### src/design/lqrgs_pkg.sv
// Package with shared types, constants and fitted coefficients of the gain scheduler.
package lqrgs_pkg;

    // Default sizes of the coefficient table.
    localparam int DEF_GAINS = 6;
    localparam int DEF_TERMS = 5;

    // Gains reported per wheel on the result channel.
    localparam int OUT_GAINS = 6;

    // Shape of the fitted coefficient set.
    localparam int FIT_GAINS = 6;
    localparam int FIT_TERMS = 5;

    // Field widths.
    localparam int IDX_W   = 6;
    localparam int COEF_W  = 24;
    localparam int ANGLE_W = 16;
    localparam int PROD_W  = COEF_W + ANGLE_W;

    // Saturation limits of a Q8.16 value.
    localparam logic signed [COEF_W-1:0] SAT_MAX = 24'sh7FFFFF;
    localparam logic signed [COEF_W-1:0] SAT_MIN = -24'sh800000;

    // Command codes.
    typedef enum logic {
        CMD_COMPUTE = 1'b0,
        CMD_WRITE   = 1'b1
    } cmd_t;

    // Input item.
    typedef struct packed {
        logic                      command;
        logic [IDX_W-1:0]          coef_index;
        logic signed [COEF_W-1:0]  coef_value;
        logic signed [ANGLE_W-1:0] left_angle;
        logic signed [ANGLE_W-1:0] right_angle;
    } in_item_t;

    // Result item.
    typedef struct packed {
        logic signed [COEF_W-1:0] left_gain_0;
        logic signed [COEF_W-1:0] left_gain_1;
        logic signed [COEF_W-1:0] left_gain_2;
        logic signed [COEF_W-1:0] left_gain_3;
        logic signed [COEF_W-1:0] left_gain_4;
        logic signed [COEF_W-1:0] left_gain_5;
        logic signed [COEF_W-1:0] right_gain_0;
        logic signed [COEF_W-1:0] right_gain_1;
        logic signed [COEF_W-1:0] right_gain_2;
        logic signed [COEF_W-1:0] right_gain_3;
        logic signed [COEF_W-1:0] right_gain_4;
        logic signed [COEF_W-1:0] right_gain_5;
    } out_item_t;

    // Step strobes from the sequencer to every lane.
    typedef struct packed {
        logic load;
        logic mul;
        logic add;
    } lane_ctl_t;

    // Coefficient write request broadcast to the lanes.
    typedef struct packed {
        logic                     en;
        logic [IDX_W-1:0]         idx;
        logic signed [COEF_W-1:0] value;
    } coef_wr_t;

    // Fitted coefficients in Q8.16, indexed [wheel][gain][term], term 0 is the fourth power.
    localparam logic signed [COEF_W-1:0] FIT_COEF [2][FIT_GAINS][FIT_TERMS] = '{
        '{
            '{24'sd0, 24'sd0, 24'sd0, 24'sd0, -24'sd179478},
            '{-24'sd24438, 24'sd41839, -24'sd26636, 24'sd5768, -24'sd135967},
            '{24'sd12493, -24'sd24856, 24'sd54753, -24'sd3207, -24'sd470146},
            '{-24'sd3657, 24'sd2766, 24'sd15056, 24'sd405, -24'sd50909},
            '{24'sd0, 24'sd0, 24'sd0, 24'sd0, 24'sd179478},
            '{24'sd0, 24'sd0, 24'sd0, 24'sd0, 24'sd19005}
        },
        '{
            '{24'sd0, 24'sd0, 24'sd0, 24'sd0, -24'sd179478},
            '{-24'sd24438, 24'sd41839, -24'sd26636, 24'sd5768, -24'sd135967},
            '{24'sd12493, -24'sd24856, 24'sd54753, -24'sd3207, -24'sd470146},
            '{-24'sd3657, 24'sd2766, 24'sd15056, 24'sd405, -24'sd50909},
            '{24'sd0, 24'sd0, 24'sd0, 24'sd0, -24'sd179478},
            '{24'sd0, 24'sd0, 24'sd0, 24'sd0, -24'sd19005}
        }
    };

    // Reset value of one coefficient given wheel, gain and power; zero where no fit exists.
    function automatic logic signed [COEF_W-1:0] fit_coef(input int wheel, input int gain,
                                                          input int power);
        logic signed [COEF_W-1:0] value;
        value = '0;
        if (gain < FIT_GAINS && power < FIT_TERMS) begin
            value = FIT_COEF[wheel][gain][FIT_TERMS-1-power];
        end
        return value;
    endfunction

endpackage

### src/design/lqrgs_merge.sv
// Merging stage: gathers the lane gains into a result and holds it in the output register.
module lqrgs_merge
    import lqrgs_pkg::*;
#(
    parameter int GAINS = DEF_GAINS
) (
    input  logic                              aclk,
    input  logic                              aresetn,
    input  logic                              load,
    input  logic [2*GAINS-1:0][COEF_W-1:0]    gains,
    input  logic                              m_ready,
    output logic                              m_valid,
    output out_item_t                         m_data,
    output logic                              out_free
);

    logic [1:0][OUT_GAINS-1:0][COEF_W-1:0] sel;
    out_item_t                             data_reg;
    out_item_t                             data_next;
    logic                                  valid_reg;

    // Reported gains come from the lanes; gains past the lane count read as zero.
    for (genvar w = 0; w < 2; w++) begin : g_wheel
        for (genvar g = 0; g < OUT_GAINS; g++) begin : g_gain
            if (g < GAINS) begin : g_lane
                assign sel[w][g] = gains[w*GAINS + g];
            end else begin : g_zero
                assign sel[w][g] = '0;
            end
        end
    end

    // Pack the result item.
    always_comb begin
        data_next.left_gain_0  = sel[0][0];
        data_next.left_gain_1  = sel[0][1];
        data_next.left_gain_2  = sel[0][2];
        data_next.left_gain_3  = sel[0][3];
        data_next.left_gain_4  = sel[0][4];
        data_next.left_gain_5  = sel[0][5];
        data_next.right_gain_0 = sel[1][0];
        data_next.right_gain_1 = sel[1][1];
        data_next.right_gain_2 = sel[1][2];
        data_next.right_gain_3 = sel[1][3];
        data_next.right_gain_4 = sel[1][4];
        data_next.right_gain_5 = sel[1][5];
    end

    // Output register: loaded when free, emptied by a result transfer.
    always_ff @(posedge aclk) begin
        if (!aresetn) begin
            valid_reg <= 1'b0;
        end else if (load) begin
            valid_reg <= 1'b1;
        end else if (m_ready) begin
            valid_reg <= 1'b0;
        end
        if (load) begin
            data_reg <= data_next;
        end
    end

    assign out_free = !valid_reg || m_ready;
    assign m_valid  = valid_reg;
    assign m_data   = data_reg;

endmodule

### config.mk
export PLATFORM = sky130hd
export DESIGN_NAME = lqrgs_merge
export DESIGN_NICKNAME = d
export VERILOG_FILES = /design/src/design/lqrgs_pkg.sv /design/src/design/lqrgs_merge.sv
export SDC_FILE = /design/constraint.sdc
export NUM_CORES = 1
export LEC_CHECK = 0
export BUFFER_PORTS_ARGS = -buffer_cell sky130_fd_sc_hd__buf_2
export CAP_MARGIN = 20
export CORE_AREA = 2 2 228 230
export DETAILED_ROUTE_END_ITERATION = 12
export DIE_AREA = 0 0 230 232
export MAX_ROUTING_LAYER = met4
export PLACE_DENSITY = 0.39
export SYNTH_ARGS = -nofsm -noshare
export SYNTH_HDL_FRONTEND = slang
export SYNTH_SLANG_ARGS = --single-unit
### constraint.sdc
create_clock -name aclk -period 1.2 [get_ports aclk]
set_clock_uncertainty 0.05 [all_clocks]
set_input_delay 0.3 -clock aclk [delete_from_list [all_inputs] [get_ports aclk]]
set_output_delay 0.3 -clock aclk [all_outputs]
set_load 0.02 [all_outputs]
# After elaboration in Yosys (flattened, before gate mapping)
# Cells that the tools add are included.
# op_classes
muxes	2
reduce_logical	3
# op_table
operator	count
2-to-1 mux 1 bit	2
nonzero test 2 bit	1
zero test 1 bit	1
logical OR 1 bit	1
# totals
reg_bits	289
inputBits	292
output_inout_bits	290
word_cells	18

# Depth between registers and ports, before layout
# depth
ltp_word	2
ltp_mapped	2
depth_no_buf	2

# Least setup slack after synthesis
# OpenSTA, ideal clock, no wires.
# synth_path
path_kind	register to output
start	register valid_reg, in the netlist m_valid
end	output out_free
arrival_ns	0.577
required_time_ns	0.850
path_slack_ns	0.273
path_stages_with_launch	2
n_path_buf	0
path_cell_list	dfxtp_1 nand2b_4
# synth_via
elab_chain_cells	2
# synth_lines
element	line	rtl
start: declaration	lqrgs_merge.sv:20	logic valid_reg;
start signal: assignment	lqrgs_merge.sv:52	valid_reg <= 1'b0;
start signal: assignment	lqrgs_merge.sv:54	valid_reg <= 1'b1;
start signal: assignment	lqrgs_merge.sv:56	valid_reg <= 1'b0;
zero test 1 bit	lqrgs_merge.sv:63	assign out_free = !valid_reg || m_ready;
logical OR 1 bit	lqrgs_merge.sv:63	
end: declaration	lqrgs_merge.sv:14	output logic out_free
# No other way between the ends.

# Worst setup path after layout
# layout_path
start	register data_reg (netlist bit m_data[99])
end	output m_data[99] (netlist bit)
# layout_lines
element	line	rtl
start: declaration	lqrgs_merge.sv:18	out_item_t data_reg;
start signal: assignment	lqrgs_merge.sv:59	data_reg <= data_next;
end: declaration	lqrgs_merge.sv:13	output out_item_t m_data,
# No word-level cell between the ends.

==> metrics.txt <==
largest net degree at the start of global routing=30; Critical Path Max Stage Delay=0.46 ns; routability cong.=0.781; Synth Register Bits=289; failing checks=setup timing; Max VDD drop=990 uV; Period minus WS final=approximately 1.5 ns; vias=approximately 6600; clock slew at reported path FFs=0.06 ns; crit path DAT=1.15 ns; unrepaired setup endpoints after global routing=yes; Critical Path Start Type=register; dpl cells=1580; slack of the critical path=-0.302 ns; final hold vios=0; final setup fails=290; Post-Layout Cell Count=1937; peak fanout along the critical path=1; PwrDens=1470 nW/um^2; Site Rows=83; Synth warnings=0; Final Cycle Share=125%; # fillers=4806; DR DRC count=0; clock latency at the later pin of the worst-skew pair=a little over 0.5 ns; Initial Util=about 17%; Worst setup EP type=output pin; total power=0.0270 W; root buf cell=clkbuf_16; Leak=7.57 nW; First-pass DRT Iterations=4; syn nets=between 500 and 600; first-pass GRT wire length=41900 um; Final #Nets=1519; DRT antenna net count=0; final core occ=roughly 36%; Slew headroom=76.8%; slowest CP cell=edfxtp_1; vias per cell=3.41; WP depth=1; GRT Util Overall=10.8%; WP data required=roughly 0.85 ns; CTS HTree Levels=2; Hold WC Path Type=in -> reg; CP top delay family=flip-flops; Synth Instances=292; clock tree buffer depth=3; layout cells sized above 1=between 50% and 60%; Fin Hold WS=0.199 ns; TritonCTS clock tree=done; initial antenna violation count=4; Core ar.=approximately 50000 sq um; iteration-0 DRC count of the detailed router=265; # port buffers=581; synth-to-layout area growth=111%; Max Cap Viol=0; post-synthesis area per instance=29.8 sq um; R2R depth=4; Seq/Total Area, Yosys=99.7%; fmax=between 600 and 700 MHz; status=finished with violations; vias in the first global route=7289; Die Ht=around 230 um; Synth Cell Area=8700 sq um; WS Path Type=reg -> out; die width=230 um; Top Ports=582; Sink Count=a little under 300; worst hold stages=2; Worst-Margin Slew=0.348 ns; Critical Path, Cell by Cell=buf_6; drt total wl=30300 um; Num CTS Buffers=34; Critical path buffers and inverters=1; final slew viol count=0; GR Overflow Total=0; Post-DP HPWL=~22000 um; total die area=53400 sq um; WL/cell=15.7 um; library cells used by synthesis=5
==> power breakdown <==
part	switching [W]	internal (W)	total, W
sequential	0.000350	0.0120	0.0124
clock	0.00395	0.00652	0.0105
combinational	0.00192	0.00227	0.00419
==> cell type report <==
type	instances	area, sq um	area share [%]
Clock inverter	16	176	0.963
Tap cell	680	851	4.64
Antenna cell	4	10.0	0.0546
Sequential cell	289	8670	47.3
Timing Repair Buffer	899	7620	41.6
Inverter	1	3.75	0.0205
Multi-Input combinational cell	2	25.0	0.137
Clock buffer	46	970	5.29
==> worst paths after layout <==
kind | from | endpoint | slack [ns]
max | m_data[99] | m_data[99] | -0.30
min | load | m_data[5] | 0.20
max reg2reg | m_valid | m_valid | 0.30
min reg2reg | m_valid | m_valid | 0.63
==> cell families (layout without fill, tap and decap cells) <==
group	Yosys count	count (layout)	share of synthesized area, %
simple gates	1	1	0.158
compound gates	1	1	0.129
flops	289	289	99.7
other cells	0	4	0
buf+inv	1	962	0.0431
==> metrics by stage <==
step           setup slack (ns)  cell area, sq um  setup TNS (ns)
2_1_floorplan             0.273              8700               0
3_3_place_gp             0.0297             12800               0
3_5_place_dp             0.0198             12800               0
4_1_cts                  -0.320             17700          -70.77
5_1_grt                  -0.343             18300          -73.93
6_report                 -0.302             18300          -56.48
==> cell usage after synthesis <==
cell / number / share of area [%]
dfxtp_1: 1 / 0.23
edfxtp_1: 288 / 99
a21boi_2: 1 / 0.13
nand2b_4: 1 / 0.16
inv_1: 1 / 0.043
==> metal layers <==
metal	global-route usage [%]	part of all wire [%]	wire, um	vias up
met5	-	0	0	-
met4	4.31	3.2	963	0
met3	4.26	8.9	2690	64
met2	18.7	53	16000	341
met1	11.0	35	10700	3119
li1	-	-	-	3079
==> placed cells by master (no fill, tap or decap), drive strengths merged <==
cell / count
inv: 1
bufinv: 4
buf: 610
dfxtp: 1
nand2b: 1
a21boi: 1
clkinvlp: 1
clkinv: 11
clkbuf: 46
dlygate4sd3: 289
diode: 4
edfxtp: 288
==> sequential cells by signal (all words and copies together) (netlist names) <==
signal and flops:
m_data 288, m_valid 1
==> repair_timing <==
| item | in CTS | in global routing |
|---|---|---|
| endpoints found under the hold margin | 289 | 0 |
| setup endpoints to repair | 290 | 290 |
| hold buffers | 289 | 0 |
| gates resized for setup | 279 | 202 |
| buffers inserted | 1 | 1 |
Note: power is estimated with default switching activity, not from simulation.
