**src/design/lqrgs_pkg.sv**
```systemverilog
// Package with shared types, constants and fitted coefficients of the gain scheduler.
package lqrgs_pkg;

    // Default sizes of the coefficient table.
    localparam int DEF_GAINS = 6;
    localparam int DEF_TERMS = 5;

    // Gains reported per wheel on the result channel.
    localparam int OUT_GAINS = 6;

    // Shape of the fitted coefficient set.
    localparam int FIT_GAINS = 6;
    localparam int FIT_TERMS = 5;

    // Field widths.
    localparam int IDX_W   = 6;
    localparam int COEF_W  = 24;
    localparam int ANGLE_W = 16;
    localparam int PROD_W  = COEF_W + ANGLE_W;

    // Saturation limits of a Q8.16 value.
    localparam logic signed [COEF_W-1:0] SAT_MAX = 24'sh7FFFFF;
    localparam logic signed [COEF_W-1:0] SAT_MIN = -24'sh800000;

    // Command codes.
    typedef enum logic {
        CMD_COMPUTE = 1'b0,
        CMD_WRITE   = 1'b1
    } cmd_t;

    // Input item.
    typedef struct packed {
        logic                      command;
        logic [IDX_W-1:0]          coef_index;
        logic signed [COEF_W-1:0]  coef_value;
        logic signed [ANGLE_W-1:0] left_angle;
        logic signed [ANGLE_W-1:0] right_angle;
    } in_item_t;

    // Result item.
    typedef struct packed {
        logic signed [COEF_W-1:0] left_gain_0;
        logic signed [COEF_W-1:0] left_gain_1;
        logic signed [COEF_W-1:0] left_gain_2;
        logic signed [COEF_W-1:0] left_gain_3;
        logic signed [COEF_W-1:0] left_gain_4;
        logic signed [COEF_W-1:0] left_gain_5;
        logic signed [COEF_W-1:0] right_gain_0;
        logic signed [COEF_W-1:0] right_gain_1;
        logic signed [COEF_W-1:0] right_gain_2;
        logic signed [COEF_W-1:0] right_gain_3;
        logic signed [COEF_W-1:0] right_gain_4;
        logic signed [COEF_W-1:0] right_gain_5;
    } out_item_t;

    // Step strobes from the sequencer to every lane.
    typedef struct packed {
        logic load;
        logic mul;
        logic add;
    } lane_ctl_t;

    // Coefficient write request broadcast to the lanes.
    typedef struct packed {
        logic                     en;
        logic [IDX_W-1:0]         idx;
        logic signed [COEF_W-1:0] value;
    } coef_wr_t;

    // Fitted coefficients in Q8.16, indexed [wheel][gain][term], term 0 is the fourth power.
    localparam logic signed [COEF_W-1:0] FIT_COEF [2][FIT_GAINS][FIT_TERMS] = '{
        '{
            '{24'sd0, 24'sd0, 24'sd0, 24'sd0, -24'sd179478},
            '{-24'sd24438, 24'sd41839, -24'sd26636, 24'sd5768, -24'sd135967},
            '{24'sd12493, -24'sd24856, 24'sd54753, -24'sd3207, -24'sd470146},
            '{-24'sd3657, 24'sd2766, 24'sd15056, 24'sd405, -24'sd50909},
            '{24'sd0, 24'sd0, 24'sd0, 24'sd0, 24'sd179478},
            '{24'sd0, 24'sd0, 24'sd0, 24'sd0, 24'sd19005}
        },
        '{
            '{24'sd0, 24'sd0, 24'sd0, 24'sd0, -24'sd179478},
            '{-24'sd24438, 24'sd41839, -24'sd26636, 24'sd5768, -24'sd135967},
            '{24'sd12493, -24'sd24856, 24'sd54753, -24'sd3207, -24'sd470146},
            '{-24'sd3657, 24'sd2766, 24'sd15056, 24'sd405, -24'sd50909},
            '{24'sd0, 24'sd0, 24'sd0, 24'sd0, -24'sd179478},
            '{24'sd0, 24'sd0, 24'sd0, 24'sd0, -24'sd19005}
        }
    };

    // Reset value of one coefficient given wheel, gain and power; zero where no fit exists.
    function automatic logic signed [COEF_W-1:0] fit_coef(input int wheel, input int gain,
                                                          input int power);
        logic signed [COEF_W-1:0] value;
        value = '0;
        if (gain < FIT_GAINS && power < FIT_TERMS) begin
            value = FIT_COEF[wheel][gain][FIT_TERMS-1-power];
        end
        return value;
    endfunction

endpackage

```
**src/design/lqrgs_lane.sv**
```systemverilog
// One gain lane: its coefficient slice and a Horner evaluator with a registered multiplier.
module lqrgs_lane
    import lqrgs_pkg::*;
#(
    parameter int TERMS  = DEF_TERMS,
    parameter int BASE   = 0,
    parameter int WHEEL  = 0,
    parameter int GAIN   = 0,
    parameter int TERM_W = $clog2(TERMS)
) (
    input  logic                      aclk,
    input  logic                      aresetn,
    input  lane_ctl_t                 ctl,
    input  logic [TERM_W-1:0]         term,
    input  logic signed [ANGLE_W-1:0] x,
    input  coef_wr_t                  wr,
    output logic signed [COEF_W-1:0]  gain
);

    localparam int RND_W = PROD_W - 13;
    localparam int SUM_W = RND_W + 1;

    logic signed [COEF_W-1:0] coef_reg [TERMS];
    logic signed [COEF_W-1:0] acc_reg;
    logic signed [COEF_W-1:0] acc_next;
    logic signed [PROD_W-1:0] prod_reg;
    logic signed [PROD_W-1:0] prod_next;
    logic signed [RND_W-1:0]  rnd;
    logic signed [SUM_W-1:0]  sum;

    // Coefficient slice: reset to the fitted values, rewritten by matching table index.
    for (genvar t = 0; t < TERMS; t++) begin : g_coef
        always_ff @(posedge aclk) begin
            if (!aresetn) begin
                coef_reg[t] <= fit_coef(WHEEL, GAIN, TERMS - 1 - t);
            end else if (wr.en && int'(wr.idx) == BASE + t) begin
                coef_reg[t] <= wr.value;
            end
        end
    end

    // Horner step: round the product to Q8.16, add the next coefficient and saturate.
    always_comb begin
        prod_next = acc_reg * x;
        rnd       = RND_W'((prod_reg + PROD_W'(4096)) >>> 13);
        sum       = SUM_W'(rnd) + SUM_W'(coef_reg[term]);
        if (sum > SUM_W'(SAT_MAX)) begin
            acc_next = SAT_MAX;
        end else if (sum < SUM_W'(SAT_MIN)) begin
            acc_next = SAT_MIN;
        end else begin
            acc_next = COEF_W'(sum);
        end
    end

    // Accumulator and product registers.
    always_ff @(posedge aclk) begin
        if (ctl.load) begin
            acc_reg <= coef_reg[0];
        end else if (ctl.add) begin
            acc_reg <= acc_next;
        end
        if (ctl.mul) begin
            prod_reg <= prod_next;
        end
    end

    assign gain = acc_reg;

endmodule

```
**config.mk**
```make
export PLATFORM = sky130hd
export DESIGN_NAME = lqrgs_lane
export DESIGN_NICKNAME = d
export VERILOG_FILES = /design/src/design/lqrgs_pkg.sv /design/src/design/lqrgs_lane.sv
export SDC_FILE = /design/constraint.sdc
export NUM_CORES = 1
export LEC_CHECK = 0
export ABC_AREA = 1
export CAP_MARGIN = 20
export CORE_MARGIN = 10
export CORE_UTILIZATION = 65
export DETAILED_ROUTE_END_ITERATION = 6
export DONT_BUFFER_PORTS = 1
export GPL_TIMING_DRIVEN = 1
export HOLD_SLACK_MARGIN = 0.02
export PLACE_DENSITY_LB_ADDON = 0.1
export SYNTH_ARGS = -nofsm -noshare
export SYNTH_HDL_FRONTEND = slang
export SYNTH_SLANG_ARGS = --single-unit
```
**constraint.sdc**
```tcl
create_clock -name aclk -period 6.65 [get_ports aclk]
set_input_delay 0 -clock aclk [delete_from_list [all_inputs] [get_ports aclk]]
set_output_delay 0 -clock aclk [all_outputs]
set_load 0.02 [all_outputs]
```
======== Word-level counts from Yosys, hierarchy flattened ========
Memory sizes are Yosys's and may differ from the RTL's.
Index checks and enable logic that the tools add are counted.
word-level totals
  flip-flop bits (word level) ............. 64
  RAM bits ................................ 120
  input bits .............................. 55
  output and inout bits ................... 24
  logic and storage cells ................. 49
  memories ................................ 1
cells by class
  add/subtract/negate cells ............... 2
  $mul .................................... 1
  magnitude comparators ................... 2
  eq/ne operators ......................... 4
  multiplexer cells ....................... 25
  bitwise logic cells ..................... 5
  reduce and logical (&&, ||, !) cells .... 7
memory list
  memory    words  width  rd ports  clocked after Yosys merged registers in  wr ports  RTL line          RTL
  coef_reg  5      24     2         0                                        5         lqrgs_lane.sv:23  logic signed [COEF_W-1:0] coef_reg [TERMS];
operator list
  operator                                                                         count
  24-bit 2-to-1 mux                                                                9
  40-bit by 14-bit adder with 40-bit output (second input constant)                1
  24-bit by 16-bit multiplier with 40-bit output                                   1
  27-bit by 24-bit adder with 28-bit output                                        1
  28-bit by 24-bit > comparator with 1-bit output (second input constant)          1
  28-bit by 24-bit less-than comparator with 1-bit output (second input constant)  1
  1-bit 2-to-1 mux                                                                 16
  6-bit by 3-bit equality test with 1-bit output (second input constant)           2
  6-bit by 2-bit equality test with 1-bit output (second input constant)           1
  6-bit by 4-bit equality test with 1-bit output (second input constant)           1
  6-bit zero test                                                                  1
  1-bit logical AND                                                                5
  1-bit bitwise OR                                                                 5
  2-bit nonzero test                                                               1

======== Logic depth before layout (Yosys ltp) ========
Gate-level depths: netlist of run 1.
  depth after elaboration ................. 7
  gate-level depth with buffers ........... 29
  mapped depth without buffers ............ 27

======== Worst setup path before layout of run 1 ========
No wires, ideal clock.
  kind .................................... register to register
  from .................................... register acc_reg[14], in the netlist gain[14]
  to ...................................... register prod_reg[26] (data pin)
  library setup time ...................... 0.265 ns
  arrival ................................. 5.687 ns
  required time ........................... 6.385 ns
  slack ................................... 0.698 ns
  stages on the path, launching flop included .. 24
  buffers on the path ..................... 2
  clock period less this slack ............ 5.952 ns
  cell sequence ........................... edfxtp_1 > clkbuf_1 > clkbuf_1 > nand2_1 > fa_1 > inv_1 > fa_1 > inv_1 > fa_1 > inv_1 > fa_1 > fa_1 > inv_1 > fa_1 > inv_1 > ha_1 > a21oi_1 > inv_1 > a21oi_1 > o21ai_0 > o21bai_1 > a21oi_1 > o21ai_0 > xor2_1
on the way
  cells in the longest elaborated chain, start to end .. 1
ends and longest elaborated chain
  item                                            RTL line          RTL
  start, declared                                 lqrgs_lane.sv:24  logic signed [COEF_W-1:0] acc_reg;
  start signal, assigned                          lqrgs_lane.sv:59  acc_reg <= coef_reg[0];
  start signal, assigned                          lqrgs_lane.sv:61  acc_reg <= acc_next;
  24-bit by 16-bit multiplier with 40-bit output  lqrgs_lane.sv:44  prod_next = acc_reg * x;
  net prod_next[26]                               lqrgs_lane.sv:27  logic signed [PROD_W-1:0] prod_next;
  end signal, assigned                            lqrgs_lane.sv:64  prod_reg <= prod_next;
  end, declared                                   lqrgs_lane.sv:26  logic signed [PROD_W-1:0] prod_reg;
The timed path passes the listed nets, and every way through them passes these cells.
A chain may end at the register's enable or synchronous reset.

======== Worst setup path in the final report of run 1 ========
  from .................................... register acc_reg[5], in the netlist gain[5]
  to ...................................... register prod_reg[24] (data pin)
Same word-level chain as after synthesis.

==> results of run 1 <==
==> metal layers <==
metal,track usage (%),up-vias
met2,51.76,894
li1,-,8768
met3,5.507,149
met4,10.56,0
met5,0,-
met1,39.71,9470
==> how the worst max path moves through the flow <==
stage	slack [ps]	to	depth (start not counted)	from
floorplan	700	prod_reg[26]$_DFFE_PP_	23	gain[14]$_DFFE_PP_
global placement	-30	prod_reg[24]$_DFFE_PP_	20	gain[9]$_DFFE_PP_
detailed placement	-30	prod_reg[24]$_DFFE_PP_	18	gain[9]$_DFFE_PP_
CTS	20	prod_reg[24]$_DFFE_PP_	20	gain[7]$_DFFE_PP_
global route	60	prod_reg[24]$_DFFE_PP_	20	gain[10]$_DFFE_PP_
finish	180	prod_reg[24]$_DFFE_PP_	22	gain[5]$_DFFE_PP_
==> timing repair <==
action | in CTS | in global routing
setup buffers | 7 | 7
resized for setup | 0 | 1
cloned | 0 | 0
setup endpoints to repair | 1 | 3
pin swaps | 0 | 0
endpoints found under the hold margin | 156 | 0
hold buffers | 27 | 0
==> per-stage QoR <==
step | hold WS, ps | TNS [ps]
after detailed placement | 126.4 | -30.94
after floorplan | 112.5 | 0
final | 31.07 | 0
after global routing | 35.95 | 0
after CTS | 22.68 | 0
after global placement | 125.1 | -31.77
==> synth_stat cells, types with 2 or more instances <==
cell type    n
buf_12       2
a21o_1       8
nand2_4      2
inv_1      745
xor2_1      49
nand4_1     19
buf_1        9
nor3_1      19
nand2_2     26
o21bai_1     5
edfxtp_1   172
nor4_1       4
o21ai_0     79
nand3_1     40
buf_6        2
nor2_1     365
nor3_2       2
xnor2_1     25
inv_2        8
a211oi_1     2
nand2_1    626
clkbuf_1    99
a31oi_1     37
fa_1       374
or2_2        5
a21oi_1     65
nor2_4       2
nor2_2       9
o21a_1       4
ha_1       123
o21ai_1      2
a21oi_2     21
nand3_2      4
==> layout make-up <==
class | count | share of cell area (%)
repair buffers | 85 | 2.978
clock inverters | 15 | 0.8446
multi-input cells | 1932 | 61.05
clock buffers | 17 | 1.660
flip-flops and latches | 172 | 20.15
well taps | 468 | 2.285
inverters | 753 | 11.03
==> cells by family after synthesis <==
logic type / after synthesis
XOR/XNOR: 74
AND/OR/NAND/NOR: 1128
adder cells (fa/ha/maj): 497
buffers and inverters: 865
flip-flops: 172
AO/OA/AOI/OAI: 233
==> results.json, run 1 <==
{
  "route.met2.wl_um": 32910,
  "status": "finished clean",
  "cts_max_level": 4,
  "avgSynthCellArea_um2": 8.114,
  "crit_path_start_kind": "register",
  "holdCritStartpoint": "aresetn",
  "syn_inst": 2969,
  "required_ps": 6840,
  "clock_latency_ps": 460,
  "antenna_found_initial": 2,
  "finalSetupViolations": 0,
  "cpMaxStageDelayCell": "edfxtp_1",
  "layout_setup_ws_ps": 177.7,
  "cts_root_buffer": "clkbuf_16",
  "ff2ff_path_depth": 22,
  "relSlewSlack_pct": 24.35,
  "final-hold-violation-count": 0,
  "io-pin-count": 79,
  "ys.flop_type": "edfxtp_1",
  "synth_fp_nets": 3521,
  "ys_warn_count": 0,
  "highest_layer": "met4",
  "worstPathCellList": "buf_4 -> nand2_1 -> fa_1 -> inv_1 -> fa_1 -> inv_1 -> fa_1 -> inv_1 -> fa_1 -> fa_1 -> inv_1 -> fa_1 -> inv_1 -> ha_1 -> a21oi_1 -> inv_1 -> a21oi_1 -> o21ai_0 -> o21bai_1 -> a21oi_1 -> o21ai_0 -> xor2_1",
  "dp_cells": 3368,
  "dpl_worst_slack_ps": -30.94,
  "crit_path_max_fanout": 11,
  "final_common_cell": "inv_1",
  "fp.dieW_um": 212.5,
  "seq_area_frac_synth_pct": 21.44,
  "post_drt_wl_per_cell_um": 19.60,
  "clock_path_buffers": 2,
  "cp-end-kind": "register",
  "final_nets": 3513,
  "r2r-start": "gain[5]$_DFFE_PP_",
  "final_cells": 3442,
  "layout_common_cells": "inv_1 (745), nand2_1 (626), fa_1 (374)",
  "worst_r2r_endpoint": "prod_reg[24]$_DFFE_PP_",
  "finClkSkew_ps": 28.14,
  "cap_violations": 0,
  "synth_compound_area_share_pct": 5.750,
  "synth_top_family_by_area": "adder cells",
  "arrival_ps": 6660,
  "drt_pass1_iterations": 6,
  "dieArea_um2": 45160,
  "yosysTopAreaCellShare_pct": 31.08,
  "place_congestion": 0.9402,
  "start_util_pct": 65.80,
  "finalInstanceArea_um2": 25630,
  "coreArea_um2": 36610,
  "hold_path.class": "in -> reg",
  "drc_errors": 0,
  "drt_wl_total_um": 67460,
  "die_h_um": 212.5,
  "drt-initial-drc-count": 1818,
  "worst-r2r-setup-slack_ps": 180,
  "largest_register_ff_count": 120,
  "syn2layout_area_growth_pct": 6.394,
  "synth_simple_gate_area_share_pct": 18.97,
  "routed-via-count": 19280,
  "grt_usage_pct": 30.88,
  "clk_pin_slew_ps": 90,
  "synth_fa_ha_area_share_pct": 37.47,
  "rsz0062_at_grt": "no",
  "n_antenna_cell": 0,
  "muxShareOfSynthArea_pct": 0,
  "synth_enable_flop_cells": 172,
  "grt_pass1_vias": 20050,
  "cts_buffers": 17,
  "dp_hpwl_um": 53430,
  "cts_sinks": 172,
  "crit_family": "adder cells",
  "utilization_pct": 70.01,
  "synthArstFlopShare_pct": 0,
  "critPathMaxStageDelay_ps": 750,
  "row_count": 70,
  "drt-vias-per-instance": 5.602,
  "portBuffers": 0,
  "grt_overflow": 0,
  "tritoncts": "done",
  "synth-xor-area-share_pct": 2.690,
  "path_buf_inv": 7,
  "synth_cell_types": 48,
  "seq_area_um2": 5165,
  "slew_violations": 0,
  "multi_input_area_um2": 15650,
  "synth-seq-cells": 172,
  "worstMarginPinSlew_ps": 1132,
  "drive_gt1_share_pct": 6.052,
  "grt_first_pass_wirelength_um": 107600,
  "synth_top_cell_by_area": "fa_1",
  "max_freq_ghz": 0.1545,
  "filler_cell_count": 2955,
  "final_antenna_net_count": 0,
  "netlist_top_cells_area": "fa_1 (31%), edfxtp_1 (21%), inv_1 (12%)",
  "path_class": "reg -> reg",
  "grt_max_degree": 50,
  "netlist_area_um2": 24090,
  "finalCritPeriodShare_pct": 97.33,
  "place_area_um2": 24570,
  "fin_crit_ps": 6472,
  "hold-path-cell-count": 2,
  "m1WireLength_um": 26500,
  "worst_hold_path.endpoint": "coef_reg[2][0]$_SDFFCE_PN0P_",
  "met3_length_um": 5863
}
Power of run 1 is left out: the tool's default activity adds up to more than one toggle a clock period on the data nets, which glitch-free logic cannot reach.
==> run 2, diff against run 1 <==
- CELL_PAD_IN_SITES_DETAIL_PLACEMENT: default -> 1
- CELL_PAD_IN_SITES_GLOBAL_PLACEMENT: default -> 2
- CORE_UTILIZATION: 65 -> 41
==> results.json, run 2 (synthesis results as in run 1) <==
{
  "clk_pin_slew_ps": 70,
  "antenna_found_initial": 2,
  "drc_errors": 0,
  "drt-vias-per-instance": 5.034,
  "critPathMaxStageDelay_ps": 690,
  "dieArea_um2": 68850,
  "grt_usage_pct": 22.43,
  "arrival_ps": 6530,
  "crit_family": "adder cells",
  "die_h_um": 262.4,
  "drt_wl_total_um": 75510,
  "fin_crit_ps": 6324,
  "clock_path_buffers": 2,
  "n_antenna_cell": 0,
  "path_common_cell": "fa_1",
  "utilization_pct": 44.98,
  "final_common_cell": "inv_1",
  "holdCritStartpoint": "ctl[2]",
  "crit_path_start_kind": "register",
  "status": "finished clean",
  "filler_cell_count": 7065,
  "row_count": 88,
  "dp_hpwl_um": 61200,
  "portBuffers": 0,
  "coreArea_um2": 57920,
  "r2r-start": "gain[16]$_DFFE_PP_",
  "fp.dieW_um": 262.4,
  "relSlewSlack_pct": 27.62,
  "cts_sinks": 172,
  "drive_gt1_share_pct": 6.263,
  "post_drt_wl_per_cell_um": 20.13,
  "required_ps": 6850,
  "worstMarginPinSlew_ps": 1083,
  "path_class": "reg -> reg",
  "path_buf_inv": 5,
  "grt_pass1_vias": 21500,
  "routed-via-count": 18880,
  "grt_overflow": 0,
  "place_congestion": 0.8816,
  "rsz0062_at_grt": "no",
  "final_antenna_net_count": 0,
  "start_util_pct": 41.59,
  "finalSetupViolations": 0,
  "layout_common_cells": "inv_1 (745), nand2_1 (626), fa_1 (373)",
  "slew_violations": 0,
  "finClkSkew_ps": 13.92,
  "crit_path_max_fanout": 10,
  "clock_latency_ps": 480,
  "drt_pass1_iterations": 5,
  "cts_buffers": 17,
  "finalCritPeriodShare_pct": 95.10,
  "final-hold-violation-count": 0,
  "tritoncts": "done",
  "grt_first_pass_wirelength_um": 121900,
  "io-pin-count": 79,
  "hold_path.class": "in -> reg",
  "largest_register_ff_count": 120,
  "crit_start": "gain[16]$_DFFE_PP_",
  "max_freq_ghz": 0.1581,
  "drt-initial-drc-count": 903,
  "worstPathCellList": "buf_4 -> nand2_1 -> fa_1 -> fa_1 -> fa_1 -> inv_1 -> fa_1 -> fa_1 -> inv_1 -> fa_1 -> inv_1 -> ha_1 -> nand2_1 -> nor2_1 -> inv_1 -> o21ai_0 -> o21bai_1 -> a21oi_1 -> o21ai_0 -> xor2_1",
  "cp-end-kind": "register",
  "cap_violations": 0,
  "syn2layout_area_growth_pct": 8.149,
  "cts_root_buffer": "clkbuf_16",
  "cts_max_level": 4,
  "grt_max_degree": 50,
  "final_nets": 3525,
  "cpMaxStageDelayCell": "edfxtp_1"
}
[run 2: cell types whose count changed in the layout (fill, tap and decap cells not counted), moves of 2 or more]
| cell | before | now |
|---|---|---|
| buf_4 | 54 | 61 |
| clkinv_8 | 6 | 0 |
| inv_12 | 5 | 0 |
| buf_12 | 2 | 6 |
| dlygate4sd3_1 | 26 | 29 |
| buf_8 | 2 | 0 |
| bufinv_16 | 0 | 2 |
| clkinv_1 | 0 | 2 |
| inv_6 | 3 | 5 |
[run 2: cell type report]
type	instances	area (µm²)	area share [%]
multi-input combinational	1932	15640	60.03
sequential	172	5165	19.83
inverter	753	2826	10.85
tap	765	957.2	3.674
timing repair buffer	97	879.6	3.376
clock buffer	18	429.2	1.647
clock inverter	14	155.1	0.5955
[run 2: stage by stage]
| stage | TNS, ps | cells | cell area [µm²] | worst slack (ps) | hold slack [ps] |
|---|---|---|---|---|---|
| after floorplan | 0 | 2969 | 24090 | 697.9 | 112.5 |
| final | 0 | 3751 | 26050 | 326.1 | 38.36 |
| after detailed placement | -46.36 | 3673 | 24990 | -30.74 | 129.2 |
| after CTS | 0 | 3743 | 25970 | 56.80 | 28.69 |
| after global routing | 0 | 3751 | 26050 | 34.49 | 52.70 |
| after global placement | 0 | 3673 | 24990 | 3.163 | 129.3 |
[run 2: layer usage]
| metal | wire length (µm) | global-route usage (%) | vias up | share of wire [%] |
|---|---|---|---|---|
| met5 | 0 | 0 | - | 0 |
| met4 | 1002 | 5.079 | 0 | 1.3 |
| met3 | 2283 | 2.377 | 58 | 3.0 |
| met2 | 38740 | 40.36 | 277 | 51 |
| met1 | 33480 | 28.40 | 9753 | 44 |
| li1 | - | - | 8796 | - |
[run 2: path summary, 6_finish.rpt]
path	end	slack, ps	depth (start not counted)
worst max-delay path	prod_reg[24]$_DFFE_PP_	330	20
worst min-delay path	gain[23]$_DFFE_PP_	40	2
worst max register to register	prod_reg[24]$_DFFE_PP_	330	20
worst min register to register	gain[9]$_DFFE_PP_	610	2
[run 2: timing repair]
action / in CTS / in global routing
hold endpoints to repair: 210 / 0
endpoints found under the setup margin: 3 / 10
gates resized for setup: 0 / 3
hold buffers: 30 / 0
gates cloned: 0 / 0
buffers inserted: 8 / 8
Power of run 2 is left out for the same reason.
==> run 3, diff against run 2 <==
- RECOVER_POWER: default -> 25
==> results.json, run 3 (synthesis results as in run 1) <==
{
  "path_class": "reg -> reg",
  "dieArea_um2": 68850,
  "final_nets": 3525,
  "slew_violations": 54,
  "ff2ff_path_depth": 20,
  "dp_hpwl_um": 61200,
  "finalSetupViolations": 0,
  "cts_sinks": 172,
  "finalCritPeriodShare_pct": 95.08,
  "cp-end-kind": "register",
  "drc_errors": 0,
  "crit_path_max_fanout": 10,
  "crit_path_start_kind": "register",
  "io-pin-count": 79,
  "clock_path_buffers": 2,
  "final_common_cell": "inv_1",
  "layout_common_cells": "inv_1 (745), nand2_1 (626), fa_1 (373)",
  "drive_gt1_share_pct": 6.129,
  "violations": "max-capacitance violations, max-slew violations",
  "cp-endpoint": "prod_reg[24]$_DFFE_PP_",
  "syn2layout_area_growth_pct": 8.051,
  "cap_violations": 2,
  "status": "complete, but fails checks",
  "routed-via-count": 18880,
  "final_antenna_net_count": 0,
  "largest_register_ff_count": 120,
  "drt-vias-per-instance": 5.034,
  "fin_crit_ps": 6323,
  "antenna_found_initial": 2,
  "rsz0062_at_grt": "no",
  "max_freq_ghz": 0.1582,
  "cts_root_buffer": "clkbuf_16",
  "hold_path.class": "in -> reg",
  "cts_max_level": 4,
  "crit_start": "gain[16]$_DFFE_PP_",
  "place_congestion": 0.8816,
  "final_cells": 3751,
  "die_h_um": 262.4,
  "r2r-start": "gain[16]$_DFFE_PP_",
  "clock_latency_ps": 480,
  "fp.dieW_um": 262.4,
  "grt_usage_pct": 22.43,
  "post_drt_wl_per_cell_um": 20.13,
  "row_count": 88,
  "coreArea_um2": 57920,
  "drt_wl_total_um": 75500,
  "worst-r2r-setup-slack_ps": 330,
  "required_ps": 6850,
  "grt_max_degree": 50,
  "drt_pass1_iterations": 5,
  "finClkSkew_ps": 15.21,
  "dp_cells": 3673,
  "worst_r2r_endpoint": "prod_reg[24]$_DFFE_PP_",
  "grt_first_pass_wirelength_um": 121900,
  "clk_pin_slew_ps": 70,
  "drt-initial-drc-count": 895,
  "start_util_pct": 41.59,
  "tritoncts": "done",
  "worstMarginPinSlew_ps": 2696,
  "grt_pass1_vias": 21500,
  "portBuffers": 0,
  "n_antenna_cell": 0,
  "relSlewSlack_pct": -79.73,
  "final-hold-violation-count": 0,
  "arrival_ps": 6530,
  "grt_overflow": 0,
  "cts_buffers": 17
}
-- run 3: cell types whose count changed in the layout (fill, tap and decap cells not counted), sizes merged --
cell	change
buf	-3
clkbuf	+3
-- run 3: routing by layer --
metal  up-vias  routed length [µm]  track usage, %
met5         -                   0               0
met4         0                1038           5.079
met3        61                2390           2.377
met2       286               38710           40.36
met1      9741               33350           28.40
li1       8796                   -               -
-- run 3: worst max-delay path, stage by stage, from the launching register on --
cell      delay, ps
edfxtp_1        680
buf_4           230
nand2_1          70
fa_1            470
fa_1            550
fa_1            520
inv_1            60
fa_1            510
fa_1            510
inv_1            50
fa_1            480
inv_1            40
ha_1            360
nand2_1         100
nor2_1          250
inv_1            60
o21ai_0         310
o21bai_1        210
a21oi_1         100
o21ai_0         370
xor2_1          110
-- run 3: cell type report --
type                       count  area, µm²
timing repair buffer          97      855.8
tap                          765      957.2
inverter                     753       2826
multi-input combinational   1932      15640
clock buffer                  18      429.2
sequential                   172       5165
fill                        7072      31890
clock inverter                14      155.1
-- run 3: what timing repair did --
item	in CTS	in global routing
endpoints found under the hold margin	210	0
gates resized for setup	0	3
buffers inserted	8	8
hold buffers	30	0
endpoints found under the setup margin	3	10
-- run 3: how the worst min path moves through the flow --
stage | depth (start not counted) | endpoint | from | slack (ps)
after floorplan | 0 | prod_reg[12]$_DFFE_PP_ | ctl[1] | 110
after global placement | 0 | prod_reg[38]$_DFFE_PP_ | ctl[1] | 130
after detailed placement | 0 | prod_reg[37]$_DFFE_PP_ | ctl[1] | 130
after CTS | 2 | coef_reg[1][0]$_SDFFCE_PN0P_ | aresetn | 30
after global routing | 2 | coef_reg[1][0]$_SDFFCE_PN0P_ | aresetn | 50
final | 2 | gain[23]$_DFFE_PP_ | ctl[2] | 40
-- run 3: metrics by stage --
step | TNS (ps) | worst slack (ps) | hold slack, ps | utilization, % | cell area [µm²]
floorplan | 0 | 697.9 | 112.5 | - | 24090
global placement | 0 | 3.163 | 129.3 | 43.15 | 24990
detailed placement | -46.36 | -30.74 | 129.2 | 43.15 | 24990
CTS | 0 | 56.80 | 28.69 | 44.84 | 25970
global route | 0 | 34.49 | 52.70 | 44.94 | 26030
finish | 0 | 327.3 | 35.50 | 44.94 | 26030
Power of run 3 is left out for the same reason.
